### src/rtl/core/dam_pkg.sv
package dam_pkg;

	localparam int MEM_WORDS = 100;
	localparam int MEM_AW = 7;
	localparam int DEC_BASE = 100;
	localparam int INSTR_MAX = 4399;
	localparam int OPC_W = 6;
	localparam int INSTR_LOW_W = 13;
	localparam int DIV100_MUL = 5243;
	localparam int DIV100_SHIFT = 19;

	localparam logic [OPC_W-1:0] OP_READ = 6'd10;
	localparam logic [OPC_W-1:0] OP_WRITE = 6'd11;
	localparam logic [OPC_W-1:0] OP_LOAD = 6'd20;
	localparam logic [OPC_W-1:0] OP_STORE = 6'd21;
	localparam logic [OPC_W-1:0] OP_ADD = 6'd30;
	localparam logic [OPC_W-1:0] OP_SUB = 6'd31;
	localparam logic [OPC_W-1:0] OP_DIV = 6'd32;
	localparam logic [OPC_W-1:0] OP_MUL = 6'd33;
	localparam logic [OPC_W-1:0] OP_BR = 6'd40;
	localparam logic [OPC_W-1:0] OP_BRNEG = 6'd41;
	localparam logic [OPC_W-1:0] OP_BRZERO = 6'd42;
	localparam logic [OPC_W-1:0] OP_HALT = 6'd43;

	typedef enum logic [1:0] {
		FN_LOAD = 2'd0,
		FN_EXEC = 2'd1,
		FN_RESTART = 2'd2
	} func_t;

	typedef enum logic [2:0] {
		ST_LOADED = 3'd0,
		ST_RAN = 3'd1,
		ST_HALTED = 3'd2,
		ST_DIV_ZERO = 3'd3,
		ST_BAD_OP = 3'd4,
		ST_PC_OVF = 3'd5,
		ST_STOPPED = 3'd6
	} status_t;

	typedef enum logic [1:0] {
		MODE_RUN = 2'd0,
		MODE_HALT = 2'd1,
		MODE_FAULT = 2'd2
	} mode_t;

	typedef enum logic {
		MDU_MUL = 1'b0,
		MDU_DIV = 1'b1
	} mdu_op_t;

	typedef enum logic [2:0] {
		ACC_ZERO = 3'd0,
		ACC_MEM = 3'd1,
		ACC_ADD = 3'd2,
		ACC_SUB = 3'd3,
		ACC_MDU = 3'd4
	} acc_src_t;

	typedef enum logic {
		WR_DIN = 1'b0,
		WR_ACC = 1'b1
	} wr_src_t;

	typedef enum logic {
		ADDR_IN = 1'b0,
		ADDR_OPR = 1'b1
	} wr_addr_sel_t;

	typedef enum logic {
		RD_PC = 1'b0,
		RD_OPR = 1'b1
	} rd_sel_t;

	typedef struct packed {
		logic [1:0] func;
		logic [6:0] address;
		logic signed [31:0] data;
	} in_t;

	typedef struct packed {
		logic [2:0] status;
		logic write_valid;
		logic signed [31:0] write_value;
		logic [6:0] program_counter;
		logic signed [31:0] acc_value;
	} out_t;

	typedef struct packed {
		logic latch_in;
		logic clr_write;
		logic rd_en;
		rd_sel_t rd_sel;
		logic wr_en;
		wr_addr_sel_t wr_addr_sel;
		wr_src_t wr_src;
		logic dec_load;
		logic opr_load;
		logic acc_we;
		acc_src_t acc_src;
		logic pc_clr;
		logic pc_inc;
		logic pc_load;
		logic set_write;
		logic mdu_start;
		mdu_op_t mdu_op;
		logic out_load;
		status_t status;
	} cmd_t;

	typedef struct packed {
		logic [1:0] func;
		logic addr_ok;
		logic pc_end;
		logic bad;
		logic [OPC_W-1:0] opc;
		logic acc_neg;
		logic acc_zero;
		logic m_zero;
		logic mdu_done;
	} sts_t;

endpackage

### src/rtl/core/decimal_accumulator_cpu.sv
// A decimal accumulator machine with a 100-word store, a 7-bit instruction counter and one
// WORD_BITS-wide accumulator, as wide as each store word. Each input transfer loads
// a store word, restarts the counter and accumulator, or executes one instruction, and each
// one yields exactly one output transfer with the status, any written word, the counter and
// the accumulator. The block takes one item at a time. A load, a restart, an unused function
// code, or an execute on a stopped machine or past the end of the store goes from dispatch
// straight to finish, where its result is registered. An instruction word that is negative
// or above the last opcode faults in the operand state. An ordinary instruction passes
// fetch, decode, operand read and execute in turn on the single store read port, and a
// multiply or divide then waits in the MDU state, since both run one bit per cycle through
// a shared shift-add and restoring-divide unit. The next item is taken the cycle after the
// result is registered, even while that result still waits on the output. The store reads
// as zero after reset through one valid flip-flop per word, so no clearing pass runs.
module decimal_accumulator_cpu #(
	parameter int WORD_BITS = 32
) (
	input logic clk,
	input logic arst_n,
	input logic in_valid,
	output logic in_ready,
	input dam_pkg::in_t in_data,
	output logic out_valid,
	input logic out_ready,
	output dam_pkg::out_t out_data
);

	import dam_pkg::*;

	cmd_t cmd;
	sts_t sts;

	dam_ctrl u_ctrl (
		.clk(clk),
		.arst_n(arst_n),
		.in_valid(in_valid),
		.in_ready(in_ready),
		.out_valid(out_valid),
		.out_ready(out_ready),
		.sts(sts),
		.cmd(cmd)
	);

	dam_datapath #(
		.WORD_BITS(WORD_BITS)
	) u_datapath (
		.clk(clk),
		.arst_n(arst_n),
		.in_data(in_data),
		.cmd(cmd),
		.sts(sts),
		.out_data(out_data)
	);

endmodule

### src/rtl/core/dam_ram.sv
module dam_ram #(
	parameter int WIDTH = 32,
	parameter int DEPTH = 100
) (
	input logic clk,
	input logic we,
	input logic [$clog2(DEPTH)-1:0] wr_addr,
	input logic [WIDTH-1:0] wr_data,
	input logic rd_en,
	input logic [$clog2(DEPTH)-1:0] rd_addr,
	output logic [WIDTH-1:0] rd_data
);

	logic [WIDTH-1:0] mem [DEPTH];
	logic [WIDTH-1:0] rd_data_q;

	always_ff @(posedge clk) begin
		if (we) begin
			mem[wr_addr] <= wr_data;
		end
		if (rd_en) begin
			rd_data_q <= mem[rd_addr];
		end
	end

	assign rd_data = rd_data_q;

endmodule

### src/rtl/core/dam_mdu.sv
module dam_mdu #(
	parameter int WORD_BITS = 32
) (
	input logic clk,
	input logic arst_n,
	input logic start,
	input dam_pkg::mdu_op_t op,
	input logic [WORD_BITS-1:0] a,
	input logic [WORD_BITS-1:0] b,
	output logic done,
	output logic [WORD_BITS-1:0] result
);

	import dam_pkg::*;

	localparam int CNT_W = $clog2(WORD_BITS);

	logic busy_q;
	logic done_q;
	logic [CNT_W-1:0] cnt_q;
	mdu_op_t op_q;
	logic neg_q;
	logic [WORD_BITS-1:0] x_q;
	logic [WORD_BITS-1:0] y_q;
	logic [WORD_BITS-1:0] r_q;
	logic [WORD_BITS:0] rem_sh;
	logic [WORD_BITS:0] diff;
	logic ge;

	assign rem_sh = {r_q, x_q[WORD_BITS-1]};
	assign diff = rem_sh - {1'b0, y_q};
	assign ge = ~diff[WORD_BITS];

	always_ff @(posedge clk or negedge arst_n) begin
		if (!arst_n) begin
			busy_q <= 1'b0;
			done_q <= 1'b0;
			cnt_q <= '0;
		end else begin
			done_q <= busy_q && (cnt_q == '0);
			if (start) begin
				busy_q <= 1'b1;
				cnt_q <= CNT_W'(WORD_BITS - 1);
			end else if (busy_q) begin
				cnt_q <= cnt_q - 1'b1;
				if (cnt_q == '0) begin
					busy_q <= 1'b0;
				end
			end
		end
	end

	always_ff @(posedge clk) begin
		if (start) begin
			op_q <= op;
			r_q <= '0;
			if (op == MDU_DIV) begin
				x_q <= a[WORD_BITS-1] ? -a : a;
				y_q <= b[WORD_BITS-1] ? -b : b;
				neg_q <= a[WORD_BITS-1] ^ b[WORD_BITS-1];
			end else begin
				x_q <= a;
				y_q <= b;
				neg_q <= 1'b0;
			end
		end else if (busy_q) begin
			if (op_q == MDU_DIV) begin
				r_q <= ge ? diff[WORD_BITS-1:0] : rem_sh[WORD_BITS-1:0];
				x_q <= {x_q[WORD_BITS-2:0], ge};
			end else begin
				r_q <= r_q + (y_q[0] ? x_q : '0);
				x_q <= {x_q[WORD_BITS-2:0], 1'b0};
				y_q <= {1'b0, y_q[WORD_BITS-1:1]};
			end
		end
	end

	assign done = done_q;
	assign result = (op_q == MDU_DIV) ? (neg_q ? -x_q : x_q) : r_q;

endmodule

### src/rtl/core/dam_datapath.sv
module dam_datapath #(
	parameter int WORD_BITS = 32
) (
	input logic clk,
	input logic arst_n,
	input dam_pkg::in_t in_data,
	input dam_pkg::cmd_t cmd,
	output dam_pkg::sts_t sts,
	output dam_pkg::out_t out_data
);

	import dam_pkg::*;

	localparam logic [WORD_BITS-1:0] INSTR_MAX_W = WORD_BITS'(INSTR_MAX);
	localparam int PROD_W = 2 * INSTR_LOW_W;

	in_t in_q;
	logic [WORD_BITS-1:0] din;
	logic [WORD_BITS-1:0] acc_q;
	logic [MEM_AW-1:0] pc_q;
	logic [WORD_BITS-1:0] wv_q;
	logic wvalid_q;
	logic [MEM_WORDS-1:0] vld_q;
	logic rvalid_q;
	logic [WORD_BITS-1:0] rdata;
	logic [WORD_BITS-1:0] mem_word;
	logic [MEM_AW-1:0] rd_addr;
	logic [MEM_AW-1:0] wr_addr;
	logic [WORD_BITS-1:0] wr_data;
	logic bad_q;
	logic [OPC_W-1:0] opc_q;
	logic [INSTR_LOW_W-1:0] low_q;
	logic [PROD_W-1:0] prod;
	logic [MEM_AW-1:0] opr;
	logic [MEM_AW-1:0] opr_q;
	logic mdu_done;
	logic [WORD_BITS-1:0] mdu_result;
	out_t out_q;

	assign din = WORD_BITS'(in_q.data);
	assign mem_word = rvalid_q ? rdata : '0;
	assign rd_addr = (cmd.rd_sel == RD_OPR) ? opr : pc_q;
	assign wr_addr = (cmd.wr_addr_sel == ADDR_OPR) ? opr_q : in_q.address;
	assign wr_data = (cmd.wr_src == WR_ACC) ? acc_q : din;

	assign prod = PROD_W'(mem_word[INSTR_LOW_W-1:0]) * PROD_W'(DIV100_MUL);
	assign opr = MEM_AW'(low_q - INSTR_LOW_W'(opc_q) * INSTR_LOW_W'(DEC_BASE));

	dam_ram #(
		.WIDTH(WORD_BITS),
		.DEPTH(MEM_WORDS)
	) u_ram (
		.clk(clk),
		.we(cmd.wr_en),
		.wr_addr(wr_addr),
		.wr_data(wr_data),
		.rd_en(cmd.rd_en),
		.rd_addr(rd_addr),
		.rd_data(rdata)
	);

	dam_mdu #(
		.WORD_BITS(WORD_BITS)
	) u_mdu (
		.clk(clk),
		.arst_n(arst_n),
		.start(cmd.mdu_start),
		.op(cmd.mdu_op),
		.a(acc_q),
		.b(mem_word),
		.done(mdu_done),
		.result(mdu_result)
	);

	always_ff @(posedge clk or negedge arst_n) begin
		if (!arst_n) begin
			vld_q <= '0;
			pc_q <= '0;
			acc_q <= '0;
			wvalid_q <= 1'b0;
		end else begin
			if (cmd.wr_en) begin
				vld_q[wr_addr] <= 1'b1;
			end
			if (cmd.pc_clr) begin
				pc_q <= '0;
			end else if (cmd.pc_load) begin
				pc_q <= opr_q;
			end else if (cmd.pc_inc) begin
				pc_q <= pc_q + 1'b1;
			end
			if (cmd.acc_we) begin
				case (cmd.acc_src)
					ACC_ZERO: acc_q <= '0;
					ACC_MEM: acc_q <= mem_word;
					ACC_ADD: acc_q <= acc_q + mem_word;
					ACC_SUB: acc_q <= acc_q - mem_word;
					ACC_MDU: acc_q <= mdu_result;
					default: acc_q <= acc_q;
				endcase
			end
			if (cmd.clr_write) begin
				wvalid_q <= 1'b0;
			end else if (cmd.set_write) begin
				wvalid_q <= 1'b1;
			end
		end
	end

	always_ff @(posedge clk) begin
		if (cmd.latch_in) begin
			in_q <= in_data;
		end
		if (cmd.rd_en) begin
			rvalid_q <= vld_q[rd_addr];
		end
		if (cmd.dec_load) begin
			bad_q <= mem_word[WORD_BITS-1] || (mem_word > INSTR_MAX_W);
			opc_q <= prod[DIV100_SHIFT +: OPC_W];
			low_q <= mem_word[INSTR_LOW_W-1:0];
		end
		if (cmd.opr_load) begin
			opr_q <= opr;
		end
		if (cmd.set_write) begin
			wv_q <= mem_word;
		end
		if (cmd.out_load) begin
			out_q.status <= cmd.status;
			out_q.write_valid <= wvalid_q;
			out_q.write_value <= wvalid_q ? 32'(signed'(wv_q)) : '0;
			out_q.program_counter <= pc_q;
			out_q.acc_value <= 32'(signed'(acc_q));
		end
	end

	assign sts.func = in_q.func;
	assign sts.addr_ok = in_q.address < MEM_AW'(MEM_WORDS);
	assign sts.pc_end = pc_q >= MEM_AW'(MEM_WORDS);
	assign sts.bad = bad_q;
	assign sts.opc = opc_q;
	assign sts.acc_neg = acc_q[WORD_BITS-1];
	assign sts.acc_zero = (acc_q == '0);
	assign sts.m_zero = (mem_word == '0);
	assign sts.mdu_done = mdu_done;

	assign out_data = out_q;

endmodule

### src/rtl/core/dam_ctrl.sv
module dam_ctrl (
	input logic clk,
	input logic arst_n,
	input logic in_valid,
	output logic in_ready,
	output logic out_valid,
	input logic out_ready,
	input dam_pkg::sts_t sts,
	output dam_pkg::cmd_t cmd
);

	import dam_pkg::*;

	typedef enum logic [6:0] {
		S_IDLE = 7'b0000001,
		S_DISPATCH = 7'b0000010,
		S_DECODE = 7'b0000100,
		S_OPERAND = 7'b0001000,
		S_EXECUTE = 7'b0010000,
		S_MDU = 7'b0100000,
		S_FINISH = 7'b1000000
	} state_t;

	state_t state_q;
	state_t state_d;
	mode_t mode_q;
	mode_t mode_d;
	status_t status_q;
	status_t status_d;
	logic out_valid_q;
	logic out_free;

	assign out_free = !out_valid_q || out_ready;

	always_comb begin
		state_d = state_q;
		mode_d = mode_q;
		status_d = status_q;
		in_ready = 1'b0;
		cmd = '0;
		cmd.rd_sel = RD_PC;
		cmd.wr_addr_sel = ADDR_IN;
		cmd.wr_src = WR_DIN;
		cmd.acc_src = ACC_ZERO;
		cmd.mdu_op = MDU_MUL;
		cmd.status = status_q;
		unique case (state_q)
			S_IDLE: begin
				in_ready = 1'b1;
				if (in_valid) begin
					cmd.latch_in = 1'b1;
					state_d = S_DISPATCH;
				end
			end
			S_DISPATCH: begin
				cmd.clr_write = 1'b1;
				state_d = S_FINISH;
				unique case (sts.func)
					FN_LOAD: begin
						cmd.wr_en = sts.addr_ok;
						status_d = ST_LOADED;
					end
					FN_RESTART: begin
						cmd.pc_clr = 1'b1;
						cmd.acc_we = 1'b1;
						mode_d = MODE_RUN;
						status_d = ST_LOADED;
					end
					FN_EXEC: begin
						if (mode_q != MODE_RUN) begin
							status_d = ST_STOPPED;
						end else if (sts.pc_end) begin
							mode_d = MODE_FAULT;
							status_d = ST_PC_OVF;
						end else begin
							cmd.rd_en = 1'b1;
							cmd.pc_inc = 1'b1;
							state_d = S_DECODE;
						end
					end
					default: begin
						status_d = ST_STOPPED;
					end
				endcase
			end
			S_DECODE: begin
				cmd.dec_load = 1'b1;
				state_d = S_OPERAND;
			end
			S_OPERAND: begin
				if (sts.bad) begin
					mode_d = MODE_FAULT;
					status_d = ST_BAD_OP;
					state_d = S_FINISH;
				end else begin
					cmd.rd_en = 1'b1;
					cmd.rd_sel = RD_OPR;
					cmd.opr_load = 1'b1;
					state_d = S_EXECUTE;
				end
			end
			S_EXECUTE: begin
				status_d = ST_RAN;
				state_d = S_FINISH;
				cmd.wr_addr_sel = ADDR_OPR;
				unique case (sts.opc)
					OP_READ: begin
						cmd.wr_en = 1'b1;
					end
					OP_WRITE: begin
						cmd.set_write = 1'b1;
					end
					OP_LOAD: begin
						cmd.acc_we = 1'b1;
						cmd.acc_src = ACC_MEM;
					end
					OP_STORE: begin
						cmd.wr_en = 1'b1;
						cmd.wr_src = WR_ACC;
					end
					OP_ADD: begin
						cmd.acc_we = 1'b1;
						cmd.acc_src = ACC_ADD;
					end
					OP_SUB: begin
						cmd.acc_we = 1'b1;
						cmd.acc_src = ACC_SUB;
					end
					OP_DIV: begin
						if (sts.m_zero) begin
							mode_d = MODE_FAULT;
							status_d = ST_DIV_ZERO;
						end else begin
							cmd.mdu_start = 1'b1;
							cmd.mdu_op = MDU_DIV;
							state_d = S_MDU;
						end
					end
					OP_MUL: begin
						cmd.mdu_start = 1'b1;
						state_d = S_MDU;
					end
					OP_BR: begin
						cmd.pc_load = 1'b1;
					end
					OP_BRNEG: begin
						cmd.pc_load = sts.acc_neg;
					end
					OP_BRZERO: begin
						cmd.pc_load = sts.acc_zero;
					end
					OP_HALT: begin
						mode_d = MODE_HALT;
						status_d = ST_HALTED;
					end
					default: begin
						mode_d = MODE_FAULT;
						status_d = ST_BAD_OP;
					end
				endcase
			end
			S_MDU: begin
				if (sts.mdu_done) begin
					cmd.acc_we = 1'b1;
					cmd.acc_src = ACC_MDU;
					state_d = S_FINISH;
				end
			end
			S_FINISH: begin
				if (out_free) begin
					cmd.out_load = 1'b1;
					state_d = S_IDLE;
				end
			end
			default: begin
				state_d = S_IDLE;
			end
		endcase
	end

	always_ff @(posedge clk or negedge arst_n) begin
		if (!arst_n) begin
			state_q <= S_IDLE;
			mode_q <= MODE_RUN;
			status_q <= ST_LOADED;
			out_valid_q <= 1'b0;
		end else begin
			state_q <= state_d;
			mode_q <= mode_d;
			status_q <= status_d;
			if (cmd.out_load) begin
				out_valid_q <= 1'b1;
			end else if (out_ready) begin
				out_valid_q <= 1'b0;
			end
		end
	end

	assign out_valid = out_valid_q;

endmodule

### config.mk
export PLATFORM = sky130hd
export DESIGN_NAME = decimal_accumulator_cpu
export DESIGN_NICKNAME = d
export VERILOG_FILES = /design/src/rtl/core/dam_pkg.sv /design/src/rtl/core/decimal_accumulator_cpu.sv /design/src/rtl/core/dam_ram.sv /design/src/rtl/core/dam_mdu.sv /design/src/rtl/core/dam_datapath.sv /design/src/rtl/core/dam_ctrl.sv
export SDC_FILE = /design/constraint.sdc
export NUM_CORES = 2
export LEC_CHECK = 0
export CORE_MARGIN = 2
export CORE_UTILIZATION = 36
export DETAILED_ROUTE_END_ITERATION = 10
export DONT_BUFFER_PORTS = 1
export PLACE_DENSITY = 0.49
export SLEW_MARGIN = 10
export SYNTH_ARGS = -nofsm -noshare
export SYNTH_HDL_FRONTEND = slang
export SYNTH_HIERARCHICAL = 1
export SYNTH_SLANG_ARGS = --single-unit
### constraint.sdc
create_clock -name clk -period 6.96 [get_ports clk]
set_input_delay 0.348 -clock clk [delete_from_list [all_inputs] [get_ports clk]]
set_output_delay 0.348 -clock clk [all_outputs]
set_load 0.02 [all_outputs]
==> results.txt <==
The average instance area after synthesis came out at 17.7 um2. Registers are responsible for 44.9% of the overall power. The transition time at the pin with the least slew margin is 1.25 ns.

After layout, the design draws a total of 56.4 mW. The number of H-tree branching levels is 5. The worst reg2reg path endpoint is u_datapath/u_ram/mem[73][11]. For this run, the number of Yosys warnings is 6. The number of different library cells used by synthesis comes to 105. The die width is 656 um.

The setup fix buffers added after clock tree synthesis is 0. The die boundary height is 656 um. The proportion of layout cells with a drive suffix above 1 came out at 20.1%.

The cell count after placement is 14.2k. The half-perimeter wire length of the detailed placement result is 309000 um. The total of flip-flops plus latches after synthesis came out at 3660.

The flop-to-flop setup slack is 0.48 ns. In this run the core area contains 239 standard-cell rows. Between clock sinks in the finished design, the worst skew comes to 0.0786 ns. The tool flagged a number of max-cap violations equal to 0. The routability congestion estimate from global placement came out at 0.906. The maximum count of clock buffers along a single path came out at 4. The worst path uses 93.0% of the clock period. The worst-path maximum fanout came out at 18. The least setup slack across all paths after layout is 0.485 ns.

Dividing the detail-routed via count by the number of cells gives 5.70. In the final routed layout, each cell accounts on average for 32.4 um. The clock latency on the worst-skew pair came out at 1.01 ns. The post-route minimum period came out at 6.48 ns.

The number of antenna violations at the first check in global routing is 32. The via count of the routed design came out at 85.8k. The length in cells of the worst reg-to-reg path came out at 9. The area taken by flip-flops and latches is 109000 um2. The power density normalized to cell area is 322 nW/um2. The maximum clock rate is 154 MHz. Combinational logic burns 19.2% of the power.

The most frequently used flop master after synthesis is sky130_fd_sc_hd__edfxtp_1. The total routing resource utilization after global routing is 22.2%. The clock tree root driver cell is sky130_fd_sc_hd__clkbuf_16. The finished layout holds 15.0k standard cells, fillers aside.

The detail route stage leaves a number of antenna-violating nets equal to 0. For this block, the initial DRC count from the detailed router was 10.9k. The die footprint came out at 430000 um2. In the routed design, unresolved DRC markers number 40. The switching power total came out at 15.7 mW. The clock network fraction of total power is 35.9%. The first global-routing pass estimated 681000 um of wire. The internal cell power came out at 40.8 mW. The switching portion of total power came out at 27.7%.

The number of enable flip-flop cells after synthesis is 3468. The final worst hold slack is 0.0171 ns. The region available for standard cell placement spans 423000 um2. The worst endpoint required time came out at 7.57 ns.

The clock tree from TritonCTS is yes. The area used by multi-input combinational logic came out at 42200 um2. The worst slack at placement is 0.668 ns. The setup violation total in the final timing report came out at 0. The count of hold buffers inserted by post-cts repair came out at 86. The start of the worst register-to-register path is u_ctrl/state_q[2]. For this run, the post-layout net count is 9345. The number of global-route vias before repair was 86.3k. Entering global routing, the biggest net connects 161 pins. The number of I/O port buffers is 0. The total count of hold-check failures in the final report was 0. The leakage dissipation is 56.7 nW. The fraction of the yosys area taken by sequential cells came out at 71.1%. In the synthesized netlist the async set-or-reset flop fraction comes to 4.37%. The number of buffers inserted during clock tree synthesis is 390.

The number of cells produced by synthesis is 8631. The total negative slack for setup checks is 0 ns. STA classifies the critical path startpoint as a flip-flop. The flow ran to the end, but the final reports show violations. The final routed wirelength across all metal layers came out at 487000 um. The I/O pin total came out at 122. The number of gates resized after cts came out at 0. The checks that failed: design-rule violations. The post-synth design cell area came out at 153000 um2. The top cell types in the final layout, fill and taps aside, are sky130_fd_sc_hd__edfxtp_1, sky130_fd_sc_hd__mux4_2, sky130_fd_sc_hd__nand2_1. The net count after synthesis came out at 8923. The max-slew headroom at the worst pin is 16.7%.

The worst IR drop on VDD is 0.209 mV. The starting density of the core is 36.1%. Setup repair after global routing left no endpoint under its margin.

The worst setup path is of the reg2reg kind. The number of clock sinks seen by CTS is 3660. The sort of element at the end of the critical path is a flip-flop. Compared with the post-synthesis result, the final layout area differs by 14.7%. The number of detailed-routing iterations run before antenna repair came out at 9. The layout has 37.8k filler cells. The most critical setup path has its endpoint at u_datapath/u_ram/mem[73][11]. The clock transition at the registers of the reported paths is 0.06 ns. Leaving out fill and tap cells, the most frequent cell in the layout is sky130_fd_sc_hd__edfxtp_1. The tightest min-delay check is of the in2async type. The total count of max-transition violations in the final report is 0.

The final global-route overflow total came out at 0. The data arrival time at the worst-slack endpoint came out at 7.08 ns. The critical path startpoint is u_ctrl/state_q[2].
## layout make-up
class	instances	share of cell area (%)
Antenna cell	12	0.0171
Clock buffer	481	5.83
Clock inverter	226	1.15
Inverter	203	0.446
Multi-Input combinational cell	4319	24.0
Sequential cell	3660	62.0
Tap cell	5663	4.04
Timing Repair Buffer	479	2.50
## worst min-delay path by stage
stage	slack, ns	to	start	cells after the start
2_1_floorplan	0.05	u_ctrl/mode_q[0]	arst_n	0
3_3_place_gp	0.06	u_datapath/vld_q[32]	arst_n	0
3_5_place_dp	0.06	u_datapath/vld_q[35]	arst_n	0
4_1_cts	0.06	u_datapath/vld_q[32]	arst_n	2
5_1_grt	0.13	u_datapath/vld_q[69]	arst_n	2
6_report	0.02	u_datapath/vld_q[33]	arst_n	2
## cells in the mapped netlist, types with 117 or more instances
library cell / number / share of area [%]
sky130_fd_sc_hd__clkbuf_1: 232 / 0.57
sky130_fd_sc_hd__nand3_1: 121 / 0.40
sky130_fd_sc_hd__and2_1: 117 / 0.48
sky130_fd_sc_hd__nor2_1: 413 / 1.0
sky130_fd_sc_hd__inv_1: 200 / 0.49
sky130_fd_sc_hd__ha_1: 198 / 1.6
sky130_fd_sc_hd__o21ai_0: 208 / 0.68
sky130_fd_sc_hd__edfxtp_1: 3468 / 68
sky130_fd_sc_hd__nand2_1: 432 / 1.1
sky130_fd_sc_hd__a22oi_1: 224 / 1.1
sky130_fd_sc_hd__xor2_1: 119 / 0.68
sky130_fd_sc_hd__dfrtp_1: 159 / 2.6
sky130_fd_sc_hd__mux2i_1: 295 / 1.9
sky130_fd_sc_hd__mux4_2: 726 / 11
sky130_fd_sc_hd__a21oi_1: 252 / 0.82
## cell families (layout without fill, tap and decap cells)
logic type	Yosys count	in the layout	synth area share, %
multiplexers	1072	1072	13.0
flip-flops	3660	3660	71.1
AO/OA/AOI/OAI	1314	1314	5.85
AND/OR/NAND/NOR	1454	1454	4.48
XOR/XNOR	232	232	1.33
adder cells (fa/ha/maj)	247	247	2.26
buffers and inverters	652	1389	2.01
other	0	12	0
## power groups by stage
stage / Combinational, mW / Sequential [mW] / Clock, mW
final: 10.8 / 25.3 / 20.3
after global routing: 11.4 / 25.3 / 21.5
after CTS: 10.9 / 25.3 / 20.7
after detailed placement: 10.8 / 25.8 / 0
after global placement: 10.8 / 25.8 / 0
after floorplan: 6.64 / 25.7 / 0
## routing by layer
| metal | wire length (um) | track usage (%) | up-vias |
|---|---|---|---|
| met5 | 0 | 0 | - |
| met4 | 15300 | 6.46 | 0 |
| met3 | 36700 | 3.64 | 641 |
| met2 | 225000 | 35.0 | 3534 |
| met1 | 210000 | 31.7 | 46000 |
| li1 | - | - | 35600 |
## state kept, by name, summed over array words and instances, names as in the netlist, 6 cells and up
register and cells:
u_ctrl/state_q 7, u_datapath/acc_q 32, u_datapath/din 32, u_datapath/in_q 7, u_datapath/low_q 7, u_datapath/opc_q 6
u_datapath/opr_q 7, u_datapath/out_data 75, u_datapath/pc_q 7, u_datapath/u_mdu/r_q 32, u_datapath/u_mdu/x_q 32, u_datapath/u_mdu/y_q 32
u_datapath/u_ram/mem 3200, u_datapath/u_ram/rd_data 32, u_datapath/vld_q 100, u_datapath/wv_q 32
## metrics by stage
| step | area [um2] | utilization [%] |
|---|---|---|
| after floorplan | 153000 | - |
| after global placement | 162000 | 38.3 |
| after detailed placement | 162000 | 38.3 |
| after CTS | 175000 | 41.4 |
| after global routing | 175000 | 41.4 |
| final | 176000 | 41.4 |
## critical path, cell delays in order, from the launching register on
cell,delay (ns)
sky130_fd_sc_hd__dfrtp_1,0.42
sky130_fd_sc_hd__or3_4,0.39
sky130_fd_sc_hd__or4_4,0.52
sky130_fd_sc_hd__inv_1,0.42
sky130_fd_sc_hd__mux2i_1,0.64
sky130_fd_sc_hd__clkinv_1,0.91
sky130_fd_sc_hd__nor2_1,0.42
sky130_fd_sc_hd__nand3_2,0.93
sky130_fd_sc_hd__nor2_4,1.00
sky130_fd_sc_hd__buf_4,0.42
Power figures use the tool's default switching activity.
